`config.mk`:
```
export PLATFORM = sky130hd
export DESIGN_NAME = wol_queue
export DESIGN_NICKNAME = d
export VERILOG_FILES = /design/src/hw/rtl/wol_queue.sv
export SDC_FILE = /design/constraint.sdc
export NUM_CORES = 1
export LEC_CHECK = 0
export BUFFER_PORTS_ARGS = -buffer_cell sky130_fd_sc_hd__buf_2
export CAP_MARGIN = 20
export CORE_ASPECT_RATIO = 1.2
export CORE_MARGIN = 1.5
export CORE_UTILIZATION = 45
export CTS_BUF_LIST = sky130_fd_sc_hd__clkbuf_4
export DETAILED_ROUTE_END_ITERATION = 8
export PLACE_DENSITY = 0.66
export REMOVE_ABC_BUFFERS = 1
export SYNTH_ARGS = -nofsm -noshare
export SYNTH_HDL_FRONTEND = slang
export SYNTH_SLANG_ARGS = --single-unit
```
`constraint.sdc`:
```
create_clock -name i_clk -period 3.51 [get_ports i_clk]
set_input_delay 0.5265 -clock i_clk [delete_from_list [all_inputs] [get_ports i_clk]]
set_output_delay 0.5265 -clock i_clk [all_outputs]
set_load 0.02 [all_outputs]
```
`src/hw/rtl/wol_queue.sv`:
```
// ----------------------------------------------------------------------------
// wol_queue
// Small first-in first-out queue of register slots with count.
// ----------------------------------------------------------------------------
module wol_queue #(
    parameter int DEPTH = 4,
    parameter int WIDTH = 8
) (
    input  logic             i_clk,
    input  logic             i_rst_n,
    input  logic             i_push,
    input  logic [WIDTH-1:0] i_data,
    output logic             o_full,
    input  logic             i_pop,
    output logic [WIDTH-1:0] o_data,
    output logic             o_empty
);
    localparam int PTR_W = (DEPTH > 1) ? $clog2(DEPTH) : 1;
    localparam int CNT_W = $clog2(DEPTH + 1);
    localparam logic [PTR_W-1:0] LAST = PTR_W'(DEPTH - 1);

    logic [WIDTH-1:0] r_slot [DEPTH];
    logic [PTR_W-1:0] r_wr_ptr;
    logic [PTR_W-1:0] r_rd_ptr;
    logic [CNT_W-1:0] r_count;
    logic             do_push;
    logic             do_pop;

    assign o_full  = (r_count == CNT_W'(DEPTH));
    assign o_empty = (r_count == '0);
    assign o_data  = r_slot[r_rd_ptr];
    assign do_push = i_push && !o_full;
    assign do_pop  = i_pop && !o_empty;

    // slot storage
    always_ff @(posedge i_clk) begin
        if (do_push) begin
            r_slot[r_wr_ptr] <= i_data;
        end
    end

    // pointers and fill count
    always_ff @(posedge i_clk) begin
        if (!i_rst_n) begin
            r_wr_ptr <= '0;
            r_rd_ptr <= '0;
            r_count  <= '0;
        end else begin
            if (do_push) begin
                r_wr_ptr <= (r_wr_ptr == LAST) ? '0 : r_wr_ptr + 1'b1;
            end
            if (do_pop) begin
                r_rd_ptr <= (r_rd_ptr == LAST) ? '0 : r_rd_ptr + 1'b1;
            end
            if (do_push && !do_pop) begin
                r_count <= r_count + 1'b1;
            end else if (do_pop && !do_push) begin
                r_count <= r_count - 1'b1;
            end
        end
    end

    // count never runs past the depth
    a_count_bound: assert property (@(posedge i_clk) disable iff (!i_rst_n)
        r_count <= CNT_W'(DEPTH))
        else $error("queue count beyond depth");

endmodule

```
# ---- After elaboration in Yosys (flattened, before gate mapping)
# Memories as Yosys holds them, arrays and structs flattened. A register that Yosys moved wholly into a read port is not among the register bits.
# Cells that the tools add are included.
dict set report word_totals {
  register_bits 7
  rom_bits 0
  in_bits 12
  ramBits 32
  memories 1
  word_cells 29
  latch_bits 0
  out_inout_bits 10
}
# name words word_bits rd rd_ports_with_merged_regs wr line
set mem_list {}
lappend mem_list {r_slot 4 8 1 1 1 22} ;# logic [WIDTH-1:0] r_slot [DEPTH];
dict set report op_classes {
  eq_ne 3
  n_lt_le_gt_ge 0
  div 0
  bitwise 0
  addsub 4
  muxes 8
  n_mul 0
  shift 0
  reduce_logical 10
}
# cell n
set op_table {}
lappend op_table {{$mux W2} 4}
lappend op_table {{$mux W3} 2}
lappend op_table {{$add A2 B1 Y2 const B} 2}
lappend op_table {{$eq A2 B2 Y1 const B} 2}
lappend op_table {{$logic_and A1 B1 Y1} 4}
lappend op_table {{$logic_not A1 Y1} 4}
lappend op_table {{$add A3 B1 Y3 const B} 1}
lappend op_table {{$eq A3 B3 Y1 const B} 1}
lappend op_table {{$logic_not A3 Y1} 1}
lappend op_table {{$sub A3 B1 Y3 const B} 1}
lappend op_table {{$mux W1} 2}
lappend op_table {{$reduce_bool A2 Y1} 1}

# ---- Logic depth before layout (Yosys ltp)
dict set report depth {
  depth_word 7
  mapped_depth 9
  mapped_depth_nobuf 8
}

# ---- Worst setup path after synthesis
# No wires, ideal clock.
dict set report synth_path {
  path_type {flip-flop to flip-flop}
  start {register r_count[0]}
  end {register r_count[2]}
  required_time_ns 3.434
  stages_incl_launch_ff 8
  arrival_ns 2.017
  setup_ns 0.076
  synth_period_minus_slack_ns 2.093
  slack_ns 1.417
  path_buffers 0
  cell_sequence {dfxtp_1 o31ai_1 ha_1 inv_1 fa_1 xor2_1 or3_1 a21boi_0}
}
dict set report synth_between {
  elab_chain_len 6
  elab_cells_between_ends 15
  classes_between {add/sub: 2; eq/ne: 1; mux: 2; reduce/logical: 10}
}
# element line
set synth_rtl {}
lappend synth_rtl {{start: declaration} 25} ;# logic [CNT_W-1:0] r_count;
lappend synth_rtl {{start signal: assignment} 56} ;# r_count <= r_count + 1'b1;
lappend synth_rtl {{start signal: assignment} 58} ;# r_count <= r_count - 1'b1;
lappend synth_rtl {{branches (longest 6 deep; another with $sub A3 B1 Y3)} -}
# Several ways; the timed one is not identified. The select of a mux whose other input is x is not followed.
# A chain may end at the register's enable or synchronous reset.

# ---- Worst setup path in the final report
# Same ends and word-level chain as after synthesis.

==> metrics <==
Vias 827; vias in the first global route between 800 and 900; Ys Warns 0; synthesized cell area 1630 um2; CTS buffer count 5; Setup Fix Bufs, Post-CTS 0; Root Driver clkbuf_4; Netlist cell types 23; worst-path maximum fanout 7; largest net degree at the start of global routing 14; Setup WS post-layout approximately 1.1 ns; number of flops mapped to enable cells by yosys 32; Longest Clk Path Bufs 2; Fin. Hold Viols 0; fin area ~1800 um2; Synth top cells by count edfxtp_1 (32), dfxtp_1 (9), mux4_2 (8); skew final roughly 0.012 ns; failing checks design-rule violations; maxcap violations 0; sequential area share after synthesis 70.0%; diode count 0; CP bufs+invs 1; RSZ-0062 raised after global routing no; global-route wire length before repair slightly below 4 mm; critical-path cell list nor3b_2 -> nor2b_1 -> ha_1 -> inv_1 -> fa_1 -> xor2_1 -> or3_1 -> a21boi_0; row count 23; Req. time, crit path approximately 3.8 ns; number of I/O pins 22; # port buffers 21; DR WL/cell around 16 um; HPWL after detailed placement 1.74 mm; CP Depth 8; crit-path max cell delay about 0.48 ns; outcome finished with violations; worst path arrival time ~2.7 ns; Reg clk slew, reported paths ~0.12 ns; DP Worst Slack roughly 1.1 ns; 1st-iter DRT viols 19; hold-fix buffers at CTS 0; busiest layer in global routing met2; Placeable Area ~3400 um2; Slew Viols, Final 0; H-tree Lvls 2; min cycle time layout 2.39 ns; asr flop ratio synth 0%; die area roughly 4000 um2; chip height a little under 70 um; grt total ovfl 0; CTS tree done; share of post-route cells with drive strength above 1 between 30 and 40%; Syn Area/Cell approximately 18 um2; Worst Setup End Kind flip-flop; Slew HR 63.8%; critical path class flip-flop to flip-flop; DR vias/cell approximately 5.3; ANT nets after route 0; Setup TNS 0 ns; Die X roughly 58 um; Sink Count 41; Total Wirelength approximately 2.5 mm; gr usage total 14.4%; hold_ws 0.388 ns; Residual DRC 1; Layout Area Growth over Synthesis 13.1%; Synth area leaders edfxtp_1 (59%), dfxtp_1 (11%), mux4_2 (11%); Hold Crit Depth 1; VDD IR-drop max 0.310 mV; Startpoint Class flip-flop; Fmax about 420 MHz; Top FF cell, synth edfxtp_1; PD cells slightly above 700 nW/um2; Fillers approximately 280; placed cell areas 1760 um2; crit share post-route approximately two thirds; Pleak about 0.68 nW; final core occ approximately 54%; Total Nets Final about 140; Starting Density between 40% and 50%; M1 GR Usage 13.7%; worst slew pin tran roughly 0.54 ns; register bit total from synthesis 41; Post-CTS Resized 0; GR met2 Demand/Resource 25.1%; worst hold path type input pin to flip-flop; met3 usage under 10%; Skew-Pair Late Insertion Delay between 0.3 and 0.4 ns; Synth area leader edfxtp_1; Worst Reg2Reg Path Length in Cells 8; slowest CP cell dfxtp_1; Mapped Cells between 90 and 100; DR pass1 iterations 6; Yosys top cell area share approximately three fifths; most repeated cell in the gate-level netlist after synthesis edfxtp_1; initial antenna violation count 0; RePlAce Congestion between 0.6 and 0.7; # setup viols final 0; delay-heaviest family, CP simple AND/OR/NAND/NOR gates
-- logic make-up (layout without fill, tap and decap cells) --
group	after synthesis	count (layout)	share of synthesized area, %
compound gates	5	5	1.84
simple gates	20	20	6.60
xor+xnor	2	2	1.07
mux	11	11	12.9
buf+inv	7	32	1.76
fa+ha+maj	7	7	5.83
flops	41	41	70.0
-- path summary, 6_finish.rpt --
path	startpoint	to	slack, ns
setup / recovery	r_count[0]$_SDFFE_PN0P_	r_count[2]$_SDFFE_PN0P_	1.12
hold reg to reg	r_wr_ptr[1]$_SDFFE_PN0P_	r_wr_ptr[1]$_SDFFE_PN0P_	0.52
setup reg to reg	r_count[0]$_SDFFE_PN0P_	r_count[2]$_SDFFE_PN0P_	1.12
hold / removal	i_data[2]	r_slot[1][2]$_DFFE_PP_	0.39
-- worst register-to-register path, delay by kind of cell, from the launching register on --
| family | cells | cell delay (ns) |
|---|---|---|
| XOR/XNOR | 1 | 0.15 |
| AO/OA/AOI/OAI | 1 | 0.21 |
| flip-flops | 1 | 0.48 |
| AND/OR/NAND/NOR | 3 | 0.77 |
| buffers and inverters | 1 | 0.06 |
| adder cells (fa/ha/maj) | 2 | 0.63 |
-- area by class of cell --
class                      instances  area (um2)  share of cell area [%]
inverter                           3        11.3                   0.611
timing repair buffer              21         105                    5.70
tap                               37        46.3                    2.51
sequential                        41        1140                    61.9
multi-input combinational         45         460                    25.0
clock inverter                     2        35.0                    1.90
clock buffer                       6        45.0                    2.44
-- layout by cell type (no fill, tap or decap), types with 2 or more instances in the layout --
| cell type | n |
|---|---|
| nor2_1 | 2 |
| dfxtp_1 | 9 |
| nor2b_1 | 2 |
| mux2i_1 | 3 |
| inv_1 | 3 |
| ha_1 | 6 |
| mux4_2 | 8 |
| and2_1 | 5 |
| o21ai_0 | 3 |
| nand3_1 | 2 |
| edfxtp_1 | 32 |
| buf_2 | 21 |
| nand2_1 | 6 |
| clkbuf_4 | 6 |
-- power breakdown --
group / total (W) / internal, W / switching (W)
clock: 0.000299 / 0.000157 / 0.000141
combinational: 0.000346 / 0.000164 / 0.000181
sequential: 0.000662 / 0.000597 / 0.0000648
total: 0.00131 / 0.000919 / 0.000387
-- per-stage QoR --
stage | cells | power [W]
after floorplan | 89 | 0.000917
after global placement | 147 | 0.00102
after detailed placement | 147 | 0.00103
after CTS | 155 | 0.00133
after global routing | 155 | 0.00138
final | 155 | 0.00131
-- layer usage --
metal	vias to the layer above	part of all wire (%)
li1	396	-
met1	395	38
met2	29	52
met3	7	6.6
met4	0	2.9
met5	-	0
-- state kept, by name, indices dropped and copies added (netlist names), named ones only --
| signal | cells |
|---|---|
| r_wr_ptr | 2 |
| r_count | 3 |
| r_rd_ptr | 2 |
| r_slot | 32 |
Power figures use the tool's default switching activity.
