`config.mk`:
```
export PLATFORM = sky130hd
export DESIGN_NAME = wol_front
export DESIGN_NICKNAME = d
export VERILOG_FILES = /design/src/hw/rtl/wol_pkg.sv /design/src/hw/rtl/wol_front.sv
export SDC_FILE = /design/constraint.sdc
export NUM_CORES = 1
export LEC_CHECK = 0
export BUFFER_PORTS_ARGS = -buffer_cell sky130_fd_sc_hd__buf_2
export CORE_ASPECT_RATIO = 1.25
export CORE_UTILIZATION = 25
export CTS_BUF_LIST = sky130_fd_sc_hd__clkbuf_8
export DETAILED_ROUTE_END_ITERATION = 12
export GPL_TIMING_DRIVEN = 0
export SLEW_MARGIN = 20
export SYNTH_ARGS = -nofsm -noshare
export SYNTH_HDL_FRONTEND = slang
export SYNTH_SLANG_ARGS = --single-unit
```
`constraint.sdc`:
```
create_clock -name i_clk -period 11.4 [get_ports i_clk]
set_clock_uncertainty 0.15 [all_clocks]
set_input_delay 1.71 -clock i_clk [delete_from_list [all_inputs] [get_ports i_clk]]
set_output_delay 1.71 -clock i_clk [all_outputs]
set_load 0.02 [all_outputs]
```
`src/hw/rtl/wol_pkg.sv`:
```
// ----------------------------------------------------------------------------
// wol_pkg
// Shared types and constants of the wavetable oscillator with interpolation.
// ----------------------------------------------------------------------------
package wol_pkg;

    // table and number formats
    localparam int TABLE_DEPTH  = 1024;
    localparam int SAMPLE_WIDTH = 16;
    localparam int PHASE_WIDTH  = 32;
    localparam int IDX_W        = 11;
    localparam int FRAC_W       = 16;
    localparam int WAVE_W       = 3;
    localparam int CFG_IDX_W    = 2;
    localparam int CFG_DATA_W   = 32;

    // queue depths between the parts
    localparam int CMD_QUEUE_DEPTH = 4;
    localparam int RES_QUEUE_DEPTH = 2;

    // operation codes of an input item
    typedef enum logic [1:0] {
        OP_TICK_BASE = 2'd0,
        OP_TICK_STEP = 2'd1,
        OP_WRITE     = 2'd2,
        OP_NONE      = 2'd3
    } t_op;

    // waveform codes, the unused ones play sine
    localparam logic [WAVE_W-1:0] WAVE_SINE     = 3'd0;
    localparam logic [WAVE_W-1:0] WAVE_TRIANGLE = 3'd1;
    localparam logic [WAVE_W-1:0] WAVE_SQUARE   = 3'd2;
    localparam logic [WAVE_W-1:0] WAVE_SAW      = 3'd3;
    localparam logic [WAVE_W-1:0] WAVE_USER     = 3'd4;

    // configuration register indexes
    localparam logic [CFG_IDX_W-1:0] CFG_WAVEFORM = 2'd0;
    localparam logic [CFG_IDX_W-1:0] CFG_BASE_INC = 2'd1;

    // command from front to back: a tick (entry index and fraction) or a table write
    typedef struct packed {
        logic                    is_write;
        logic [IDX_W-1:0]        addr;
        logic [SAMPLE_WIDTH-1:0] data;
    } t_cmd;

endpackage

```
`src/hw/rtl/wol_front.sv`:
```
// ----------------------------------------------------------------------------
// wol_front
// Accepts items, drops dead ones, steps the phase and turns ticks into reads.
// ----------------------------------------------------------------------------
module wol_front (
    input  logic                               i_clk,
    input  logic                               i_rst_n,
    input  logic                               i_accept,
    input  logic [1:0]                         i_operation,
    input  logic signed [wol_pkg::PHASE_WIDTH-1:0]  i_increment,
    input  logic [wol_pkg::IDX_W-1:0]          i_table_index,
    input  logic signed [wol_pkg::SAMPLE_WIDTH-1:0] i_table_value,
    input  logic signed [wol_pkg::PHASE_WIDTH-1:0]  i_base_increment,
    output logic                               o_cmd_push,
    output wol_pkg::t_cmd                      o_cmd
);
    import wol_pkg::*;

    localparam int PROD_W = PHASE_WIDTH + 1 + IDX_W;

    logic [PHASE_WIDTH-1:0] r_acc;
    logic [PHASE_WIDTH-1:0] n_acc;
    t_op                    op;
    logic                   is_tick;
    logic                   is_write;
    logic [PHASE_WIDTH:0]   v;
    logic [PROD_W-1:0]      prod;
    logic [PHASE_WIDTH-1:0] step;

    // classify the item
    always_comb begin
        op       = t_op'(i_operation);
        is_tick  = (op inside {OP_TICK_BASE, OP_TICK_STEP});
        is_write = (op == OP_WRITE) && (i_table_index <= IDX_W'(TABLE_DEPTH));
    end

    // backwards read point: v = a full phase turn minus phase, scaled by depth minus one
    always_comb begin
        v    = {1'b1, {PHASE_WIDTH{1'b0}}} - {1'b0, r_acc};
        prod = PROD_W'(v) * PROD_W'(TABLE_DEPTH - 1);
        step = (op == OP_TICK_BASE) ? i_base_increment : i_increment;
        n_acc = r_acc + step;
    end

    // command into the queue
    always_comb begin
        o_cmd_push = i_accept && (is_tick || is_write);
        o_cmd.is_write = !is_tick;
        if (is_tick) begin
            o_cmd.addr = prod[PHASE_WIDTH +: IDX_W];
            o_cmd.data = prod[PHASE_WIDTH-FRAC_W +: FRAC_W];
        end else begin
            o_cmd.addr = i_table_index;
            o_cmd.data = i_table_value;
        end
    end

    // phase accumulator
    always_ff @(posedge i_clk) begin
        if (!i_rst_n) begin
            r_acc <= '0;
        end else if (i_accept && is_tick) begin
            r_acc <= n_acc;
        end
    end

    // phase moves only on an accepted tick
    a_acc_hold: assert property (@(posedge i_clk) disable iff (!i_rst_n)
        !(i_accept && is_tick) |=> $stable(r_acc))
        else $error("phase moved without a tick");

endmodule

```
* Word-level counts from Yosys, hierarchy flattened
Index checks and enable logic that the tools add are counted.
** Word-level totals
- Flip-flop bits (word level) :: 32
- Output and inout bits :: 29
- Logic and storage cells :: 16
- Bits of input ports :: 96
** Cells by class
- $mul :: 1
- Add/subtract/negate cells :: 2
- Muxes and demuxes :: 2
- Reduce and logical (&&, ||, !) cells :: 7
- Equal/unequal tests :: 2
- $lt $le $gt $ge :: 1
** Operators by type and width (number)
- multiplier 33 x 10 -> 43 bit, second input constant :: 1
- subtractor 33 x 32 -> 33 bit, first input constant :: 1
- adder 32 bit :: 1
- two-way mux 32 bit :: 1
- two-way mux 27 bit :: 1
- less-or-equal comparator 11 bit, second input constant :: 1
- logical AND 1 bit :: 3
- == test 2 x 1 -> 1 bit, second input constant :: 1
- == test 2 bit, second input constant :: 1
- logical NOT 2 bit :: 1
- nonzero test 2 bit :: 1
- logical NOT 1 bit :: 1
- logical OR 1 bit :: 1

* Logic depth before layout (Yosys ltp)
Gate-level depths: netlist of run 1.
- Depth after elaboration :: 4
- Depth in mapped cells :: 28
- Depth with buffers taken out :: 27

* Worst setup path after synthesis of run 1
OpenSTA, ideal clock, no wires.
- Path kind :: reg2out
- From :: register r_acc[9]
- To :: output port o_cmd[22] (netlist bit)
- Data required time :: 9.540 ns
- Arrival :: 7.210 ns
- Slack :: 2.330 ns
- Buffers on the path :: 1
- Stages on the path, launching flop included :: 25
- Cell sequence :: dfxtp_1 > or4_4 > nor3_1 > nand2_1 > or4_1 > xor2_1 > fa_1 > inv_1 > fa_1 > inv_1 > fa_1 > fa_1 > inv_1 > fa_1 > inv_1 > ha_1 > clkbuf_1 > a21o_1 > a21o_1 > a21oi_1 > o21a_1 > o21ai_0 > o31ai_1 > mux2_2 > a221oi_1
** RTL lines
- start, declared :: line wol_front.sv:21 : logic [PHASE_WIDTH-1:0] r_acc;
- start signal, assigned :: line wol_front.sv:63 : r_acc <= n_acc;
- end, declared :: line wol_front.sv:15 : output wol_pkg::t_cmd o_cmd

==> summary.json, run 1 <==
{
  "cells_and_area": {
    "largest_register_ffs": 32,
    "layout.nets": 1867,
    "registers.top_by_ff_count": "r_acc",
    "post_layout_nonfiller_instances": 2071,
    "antenna_cells_inserted": 0,
    "layout_overhead_on_the_synthesized_area_pct": 12.7,
    "drive_gt1_frac": 0.123,
    "reg.largest.list": "r_acc x32"
  },
  "place": {
    "placedCellCount": 2063,
    "gp_congestion": 0.864,
    "hpwl_um": 27500,
    "buffers_on_ports": 123
  },
  "grt": {
    "grt.total_usage": 0.138,
    "grt_met1_usage": 0.145,
    "use_met3": 0.00858,
    "number_of_global_route_vias_before_repair": 10500,
    "grt.met2_usage": 0.282,
    "first_pass_grt_wire_length_um": 51100,
    "grt_antenna_before_repair": 0,
    "grt_start_max_net_pins": 11,
    "grt.overflow.total": 0,
    "top_usage_layer": "met2"
  },
  "clock_network": {
    "cts_tree": "done",
    "clk_transition_reported_paths_ns": 0.07,
    "cts-hold-fix-buffers": 0,
    "postCtsSetupRepairBufs": 0,
    "clk_root_buffer_cell": "sky130_fd_sc_hd__clkbuf_8",
    "maximum_root_to_sink_buffer_count": 2,
    "numCtsBuffers": 5,
    "clock-sinks": 32,
    "count_of_h_tree_levels_built_during_cts": 2,
    "postCtsResizedCells": 0,
    "insertion_delay_ns": 0.29
  },
  "worst_setup_path": {
    "critical_path_class": "flip-flop to output pin",
    "cp-end-kind": "output pin",
    "worst_setup_path_start_kind": "flip-flop",
    "crit_required_ns": 9.54,
    "worstPathMaxFanout": 9,
    "r2r_setup_slack_ns": 7.84,
    "rr_worst_depth": 10,
    "critical_path.reg2reg.startpoint": "r_acc[0]$_SDFFE_PN0P_",
    "crit-reg2reg-capture": "r_acc[30]$_SDFFE_PN0P_",
    "worst_ep_arrival_time_ns": 8.42
  },
  "sta": {
    "setup-tns-final_ns": 0,
    "final-hold-violation-count": 0,
    "final-setup-viol-count": 0,
    "worst_slew_margin_rel": 0.370,
    "fin_crit_sh": 0.901,
    "final-max-slew-violation-count": 0,
    "period_needed_ns": 10.28,
    "tightestPinTransition_ns": 0.945,
    "fmax_mhz": 97.3,
    "grt_setup_unrepaired": "no"
  },
  "logic_synthesis": {
    "synth_cell_area_mm2": 0.0114,
    "post_synth_num_cell_types": 71,
    "cell_taking_the_most_area_after_synthesis": "sky130_fd_sc_hd__fa_1",
    "synth.net_count": 1737,
    "syn-instance-count": 1362,
    "synth_edf_count": 0,
    "asyncSetResetFlopFracSynth": 0,
    "synthesis.yosys.warnings": 0,
    "synth_flop_cell": "sky130_fd_sc_hd__dfxtp_1",
    "postSynthAreaPerCell_um2": 8.36,
    "ys_ff_latch": 32,
    "synth_largest_type_area_fraction": 0.290,
    "synthTopCellsByArea": "sky130_fd_sc_hd__fa_1 29%, sky130_fd_sc_hd__ha_1 13%, sky130_fd_sc_hd__inv_1 8.1%, sky130_fd_sc_hd__dfxtp_1 5.6%, sky130_fd_sc_hd__a21o_1 4.0%",
    "sequential_element_share_of_the_synthesized_area": 0.0563
  },
  "route": {
    "routed_wirelength_um": 30700,
    "drt-pass1-iter-count": 5,
    "detail-route-antenna-nets": 0,
    "route.detailed.vias_per_inst": 4.70,
    "first_drt_iteration_drcs": 404,
    "route.detailed.wl_per_inst_um": 14.8,
    "dr_total_vias": 9724,
    "drc_errors_left": 0
  },
  "run_status": {
    "outcome": "finished, final reports clean"
  },
  "worst_hold_path": {
    "worstHoldPathCells": 2,
    "min_path_type": "flip-flop to flip-flop",
    "timing.hold.worst.start": "r_acc[7]$_SDFFE_PN0P_",
    "worstHoldEndpoint": "r_acc[7]$_SDFFE_PN0P_"
  },
  "floorplan": {
    "die_h_um": 241,
    "fp-row-count": 87,
    "initial_utilization": 0.253,
    "die_w_um": 193,
    "placeableCoreArea_mm2": 0.0451,
    "io_pins": 125,
    "die_outline_area_mm2": 0.0464
  },
  "run": {
    "maxCapViolations": 0
  }
}
-- cells in the final DEF (no fill, tap or decap), types with 52 or more instances in the layout --
master / count
sky130_fd_sc_hd__ha_1: 114
sky130_fd_sc_hd__a21o_1: 61
sky130_fd_sc_hd__nor2_1: 63
sky130_fd_sc_hd__inv_1: 248
sky130_fd_sc_hd__a21oi_1: 67
sky130_fd_sc_hd__fa_1: 165
sky130_fd_sc_hd__xnor2_1: 52
sky130_fd_sc_hd__nand2_1: 101
sky130_fd_sc_hd__buf_2: 123
sky130_fd_sc_hd__o21ai_0: 69
-- per-stage QoR --
stage / hold WS, ns / util / setup slack [ns] / instance area [um^2]
2_1_floorplan: 0.332 / - / 2.33 / 11400
3_3_place_gp: 0.371 / 0.282 / 1.56 / 12700
3_5_place_dp: 0.377 / 0.282 / 1.43 / 12700
4_1_cts: 0.386 / 0.285 / 1.11 / 12800
5_1_grt: 0.410 / 0.285 / 0.526 / 12800
6_report: 0.383 / 0.285 / 1.12 / 12800
-- layer usage --
metal / routed length [um] / vias up / share of wire
met1: 11600 / 4742 / 0.38
met5: 0 / - / 0
met4: 1100 / 0 / 0.036
li1: - / 4802 / -
met2: 17400 / 134 / 0.57
met3: 583 / 46 / 0.019
-- cells in the mapped netlist, types with 14 or more instances --
cell	count
sky130_fd_sc_hd__a21boi_0	14
sky130_fd_sc_hd__a21o_1	61
sky130_fd_sc_hd__a21oi_1	67
sky130_fd_sc_hd__and2_1	23
sky130_fd_sc_hd__clkbuf_1	38
sky130_fd_sc_hd__dfxtp_1	32
sky130_fd_sc_hd__fa_1	165
sky130_fd_sc_hd__ha_1	114
sky130_fd_sc_hd__inv_1	247
sky130_fd_sc_hd__mux2_2	32
sky130_fd_sc_hd__nand2_1	101
sky130_fd_sc_hd__nand3_1	30
sky130_fd_sc_hd__nand4_1	18
sky130_fd_sc_hd__nor2_1	64
sky130_fd_sc_hd__nor3_1	27
sky130_fd_sc_hd__o21ai_0	69
sky130_fd_sc_hd__xnor2_1	52
sky130_fd_sc_hd__xor2_1	38
-- worst max path at each step --
stage / start / end / slack [ns]
2_1_floorplan: r_acc[9]$_SDFFE_PN0P_ / o_cmd[22] / 2.33
3_3_place_gp: r_acc[5]$_SDFFE_PN0P_ / o_cmd[22] / 1.56
3_5_place_dp: r_acc[5]$_SDFFE_PN0P_ / o_cmd[22] / 1.43
4_1_cts: r_acc[5]$_SDFFE_PN0P_ / o_cmd[22] / 1.11
5_1_grt: r_acc[5]$_SDFFE_PN0P_ / o_cmd[22] / 0.53
6_report: r_acc[5]$_SDFFE_PN0P_ / o_cmd[22] / 1.12
-- critical path: stages, from the launching register on --
cell	delay, ns
sky130_fd_sc_hd__dfxtp_1	0.39
sky130_fd_sc_hd__nor4_1	0.38
sky130_fd_sc_hd__nand3_1	0.23
sky130_fd_sc_hd__nor3_1	0.54
sky130_fd_sc_hd__nand2_1	0.21
sky130_fd_sc_hd__or3_1	0.37
sky130_fd_sc_hd__xor2_1	0.37
sky130_fd_sc_hd__inv_1	0.19
sky130_fd_sc_hd__fa_1	0.67
sky130_fd_sc_hd__inv_1	0.08
sky130_fd_sc_hd__fa_1	0.51
sky130_fd_sc_hd__fa_1	0.52
sky130_fd_sc_hd__fa_1	0.58
sky130_fd_sc_hd__inv_1	0.06
sky130_fd_sc_hd__fa_1	0.50
sky130_fd_sc_hd__inv_1	0.04
sky130_fd_sc_hd__ha_1	0.26
sky130_fd_sc_hd__clkbuf_1	0.35
sky130_fd_sc_hd__nand4_1	0.21
sky130_fd_sc_hd__o21a_1	0.24
sky130_fd_sc_hd__o21ai_0	0.54
sky130_fd_sc_hd__o31ai_1	0.16
sky130_fd_sc_hd__mux2_2	0.29
sky130_fd_sc_hd__a221oi_1	0.20
sky130_fd_sc_hd__buf_2	0.21
-- cells by family (layout without fill, tap and decap cells) --
group                    count (synthesis)  in the layout  share of synthesized area
AO/OA/AOI/OAI                          297            297                      0.172
XOR/XNOR                                93             93                     0.0735
adder cells (fa/ha/maj)                286            286                      0.422
buffers and inverters                  286            417                     0.0943
flip-flops                              32             32                     0.0563
multiplexers                            35             35                     0.0343
AND/OR/NAND/NOR                        333            333                      0.148
-- area by class of cell --
type | count | area, um^2
sequential | 32 | 641
fill | 4875 | 32200
tap | 578 | 723
multi-input combinational | 1044 | 9670
clock inverter | 3 | 38.8
timing repair buffer | 123 | 616
buffer | 39 | 146
inverter | 247 | 927
clock buffer | 5 | 68.8
Power of run 1 is left out: the tool's default activity adds up to more than one toggle a clock period on the data nets, which glitch-free logic cannot reach.
==> run 2, diff against run 1 <==
--- a/config.mk
+++ b/config.mk
@@ -11,6 +11,7 @@
 export CTS_BUF_LIST = sky130_fd_sc_hd__clkbuf_8
 export DETAILED_ROUTE_END_ITERATION = 12
 export GPL_TIMING_DRIVEN = 0
+export PLACE_DENSITY_LB_ADDON = 0.3
 export SLEW_MARGIN = 20
 export SYNTH_ARGS = -nofsm -noshare
 export SYNTH_HDL_FRONTEND = slang
==> run 2 against run 1 <==
Net effect:
- the run now ends with design-rule violations left
- critical path depth is 2 higher
- cell area is 0.14% lower
- routed wire length is 3.8% higher
- hold slack better by 0.0092 ns
- via count is 0.76% lower
- clock-buffer cell count is 1 higher
- first-iteration DRC count is 5.4% lower
- critical path type unchanged
- global-route usage is 0.55 points higher
- sequential share of layout area hardly changed
- fmax is 0.28% lower
- die area stayed put
- largest cell class unchanged
==> summary.json, run 2 (same netlist as run 1, synthesis figures left out) <==
{
  "cells_and_area": {
    "register_area": {"value": 641, "unit": "um^2", "change": "unchanged"},
    "antenna_cells_inserted": {"value": 0, "change": "unchanged"},
    "layout.filler_cells": {"value": 4937, "change": "+1.3%"},
    "layout.nets": {"value": 1867, "change": "unchanged"},
    "multi_input_logic_area": {"value": 0.00967, "unit": "mm^2", "change": "unchanged"},
    "reg.largest.list": "r_acc x32",
    "layout_overhead_on_the_synthesized_area_pct": 12.6,
    "layout.cells.most_common": "sky130_fd_sc_hd__inv_1",
    "final_cell_area": {"value": 0.0128, "unit": "mm^2", "change": "-0.14%"},
    "largest_register_ffs": {"value": 32, "change": "unchanged"},
    "most_frequent_cells_in_the_layout": "249 x sky130_fd_sc_hd__inv_1, 165 x sky130_fd_sc_hd__fa_1, 123 x sky130_fd_sc_hd__buf_2, 114 x sky130_fd_sc_hd__ha_1, 101 x sky130_fd_sc_hd__nand2_1",
    "drive_gt1_frac": {"value": 0.122, "change": "-0.000670"},
    "registers.top_by_ff_count": "r_acc"
  },
  "grt": {
    "first_pass_grt_wire_length": {"value": 52400, "unit": "um", "change": "+2.6%"},
    "number_of_global_route_vias_before_repair": {"value": 10300, "change": "-1.9%"},
    "grt.overflow.total": {"value": 0, "change": "unchanged"},
    "grt_antenna_before_repair": {"value": 0, "change": "unchanged"},
    "grt.total_usage": {"value": 0.144, "change": "+0.00549"},
    "grt_start_max_net_pins": {"value": 11, "change": "unchanged"}
  },
  "route": {
    "dr_total_vias": {"value": 9650, "change": "-0.76%"},
    "drc_errors_left": {"value": 4, "change": "+4"},
    "route.detailed.vias_per_inst": {"value": 4.66, "change": "-0.76%"},
    "detail-route-antenna-nets": {"value": 0, "change": "unchanged"},
    "first_drt_iteration_drcs": {"value": 382, "change": "-5.4%"},
    "route.detailed.wl_per_inst": {"value": 15.4, "unit": "um", "change": "+3.8%"},
    "drt-pass1-iter-count": {"value": 9, "change": "+4"},
    "routed_wirelength": {"value": 31800, "unit": "um", "change": "+3.8%"}
  },
  "floorplan": {
    "initial_utilization": {"value": 0.253, "change": "unchanged"},
    "placeableCoreArea": {"value": 0.0451, "unit": "mm^2", "change": "unchanged"},
    "die_outline_area": {"value": 0.0464, "unit": "mm^2", "change": "unchanged"},
    "fp-row-count": {"value": 87, "change": "unchanged"},
    "die_h": {"value": 241, "unit": "um", "change": "unchanged"},
    "die_w": {"value": 193, "unit": "um", "change": "unchanged"},
    "io_pins": {"value": 125, "change": "unchanged"}
  },
  "worst_setup_path": {
    "cp-end-kind": "output pin",
    "critPathLaunch": "r_acc[5]$_SDFFE_PN0P_",
    "worstPathMaxFanout": {"value": 8, "change": "-1"},
    "critical_path_class": "flip-flop to output pin",
    "crit_required": {"value": 9.54, "unit": "ns", "change": "about the same"},
    "worst_setup_path_start_kind": "flip-flop",
    "critical_path.reg2reg.startpoint": "r_acc[0]$_SDFFE_PN0P_",
    "worst_ep_arrival_time": {"value": 8.45, "unit": "ns", "change": "+0.03 ns"}
  },
  "run_status": {
    "outcome": "finished, violations left",
    "violated_checks": "design-rule violations"
  },
  "place": {
    "gp_congestion": {"value": 0.873, "change": "+1.0%"},
    "dpl_cell_area": {"value": 0.0127, "unit": "mm^2", "change": "unchanged"},
    "hpwl": {"value": 28500, "unit": "um", "change": "+3.3%"},
    "buffers_on_ports": {"value": 123, "change": "unchanged"}
  },
  "worst_hold_path": {
    "timing.hold.worst.start": "r_acc[27]$_SDFFE_PN0P_",
    "min_path_type": "flip-flop to flip-flop"
  },
  "clock_network": {
    "insertion_delay": {"value": 0.30, "unit": "ns", "change": "about the same"},
    "clk_root_buffer_cell": "sky130_fd_sc_hd__clkbuf_8",
    "cts-hold-fix-buffers": {"value": 0, "change": "unchanged"},
    "clock-sinks": {"value": 32, "change": "unchanged"},
    "clk_transition_reported_paths": {"value": 0.07, "unit": "ns", "change": "about the same"},
    "numCtsBuffers": {"value": 5, "change": "unchanged"},
    "maximum_root_to_sink_buffer_count": {"value": 2, "change": "unchanged"},
    "postCtsSetupRepairBufs": {"value": 0, "change": "unchanged"},
    "postCtsResizedCells": {"value": 0, "change": "unchanged"},
    "cts_tree": "done",
    "count_of_h_tree_levels_built_during_cts": {"value": 2, "change": "unchanged"}
  },
  "sta": {
    "grt_setup_unrepaired": "no",
    "final-hold-violation-count": {"value": 0, "change": "unchanged"},
    "period_needed": {"value": 10.31, "unit": "ns", "change": "+0.0291 ns"},
    "tightestPinTransition": {"value": 0.842, "unit": "ns", "change": "-0.103 ns"},
    "fmax": {"value": 97.0, "unit": "MHz", "change": "-0.28%"},
    "final-max-slew-violation-count": {"value": 0, "change": "unchanged"},
    "worst_slew_margin_rel": {"value": 0.434, "change": "+0.0643"},
    "final-setup-viol-count": {"value": 0, "change": "unchanged"},
    "setup-tns-final": {"value": 0, "unit": "ns", "change": "unchanged"},
    "fin_crit_sh": {"value": 0.904, "change": "+0.00255"}
  },
  "run": {
    "maxCapViolations": {"value": 0, "change": "unchanged"}
  }
}
-- run 2: stage by stage --
stage	setup WS, ns	util	hold slack, ns	cells
after floorplan	2.33	-	0.332	1362
after global placement	1.43	0.282	0.371	2063
after detailed placement	1.38	0.282	0.391	2063
after CTS	1.06	0.284	0.400	2071
after global routing	0.611	0.284	0.408	2071
final	1.09	0.284	0.392	2071
-- run 2: critical path: stages (launching register included) --
cell and delay [ns]:
sky130_fd_sc_hd__dfxtp_1 0.40, sky130_fd_sc_hd__nor4_1 0.39, sky130_fd_sc_hd__nand3_1 0.23, sky130_fd_sc_hd__nor3_1 0.53
sky130_fd_sc_hd__nand2_1 0.21, sky130_fd_sc_hd__or3_1 0.36, sky130_fd_sc_hd__xor2_1 0.37, sky130_fd_sc_hd__inv_1 0.20
sky130_fd_sc_hd__fa_1 0.60, sky130_fd_sc_hd__fa_1 0.57, sky130_fd_sc_hd__inv_1 0.05, sky130_fd_sc_hd__fa_1 0.46
sky130_fd_sc_hd__fa_1 0.55, sky130_fd_sc_hd__inv_1 0.05, sky130_fd_sc_hd__fa_1 0.49, sky130_fd_sc_hd__inv_1 0.04
sky130_fd_sc_hd__ha_1 0.27, sky130_fd_sc_hd__clkbuf_1 0.21, sky130_fd_sc_hd__a21o_1 0.20, sky130_fd_sc_hd__a21o_1 0.16
sky130_fd_sc_hd__a21oi_1 0.22, sky130_fd_sc_hd__o21a_1 0.16, sky130_fd_sc_hd__o21ai_0 0.21, sky130_fd_sc_hd__o31ai_1 0.41
sky130_fd_sc_hd__mux2_2 0.38, sky130_fd_sc_hd__a221oi_1 0.19, sky130_fd_sc_hd__buf_2 0.21
-- run 2: cell type report --
| class | instances | area share |
|---|---|---|
| plain buffers | 39 | 0.0114 |
| clock buffers | 6 | 0.00644 |
| clock inverters | 2 | 0.000586 |
| inverters | 247 | 0.0724 |
| multi-input cells | 1044 | 0.755 |
| flip-flops and latches | 32 | 0.0500 |
| well taps | 578 | 0.0564 |
| repair buffers | 123 | 0.0480 |
-- run 2: final timing paths --
kind | endpoint | slack [ns] | cells after the start
worst max-delay path | o_cmd[22] | 1.09 | 26
worst min-delay path | r_acc[27]$_SDFFE_PN0P_ | 0.39 | 2
worst max register to register | r_acc[30]$_SDFFE_PN0P_ | 7.76 | 10
worst min register to register | r_acc[27]$_SDFFE_PN0P_ | 0.39 | 2
-- run 2: per-layer routing --
layer,vias to the layer above,wire length (um),GRT usage
met2,134,17900,0.287
met1,4641,12700,0.161
li1,4832,-,-
met4,0,699,0.0372
met5,-,0,0
met3,43,483,0.00829
Power of run 2 is left out for the same reason.
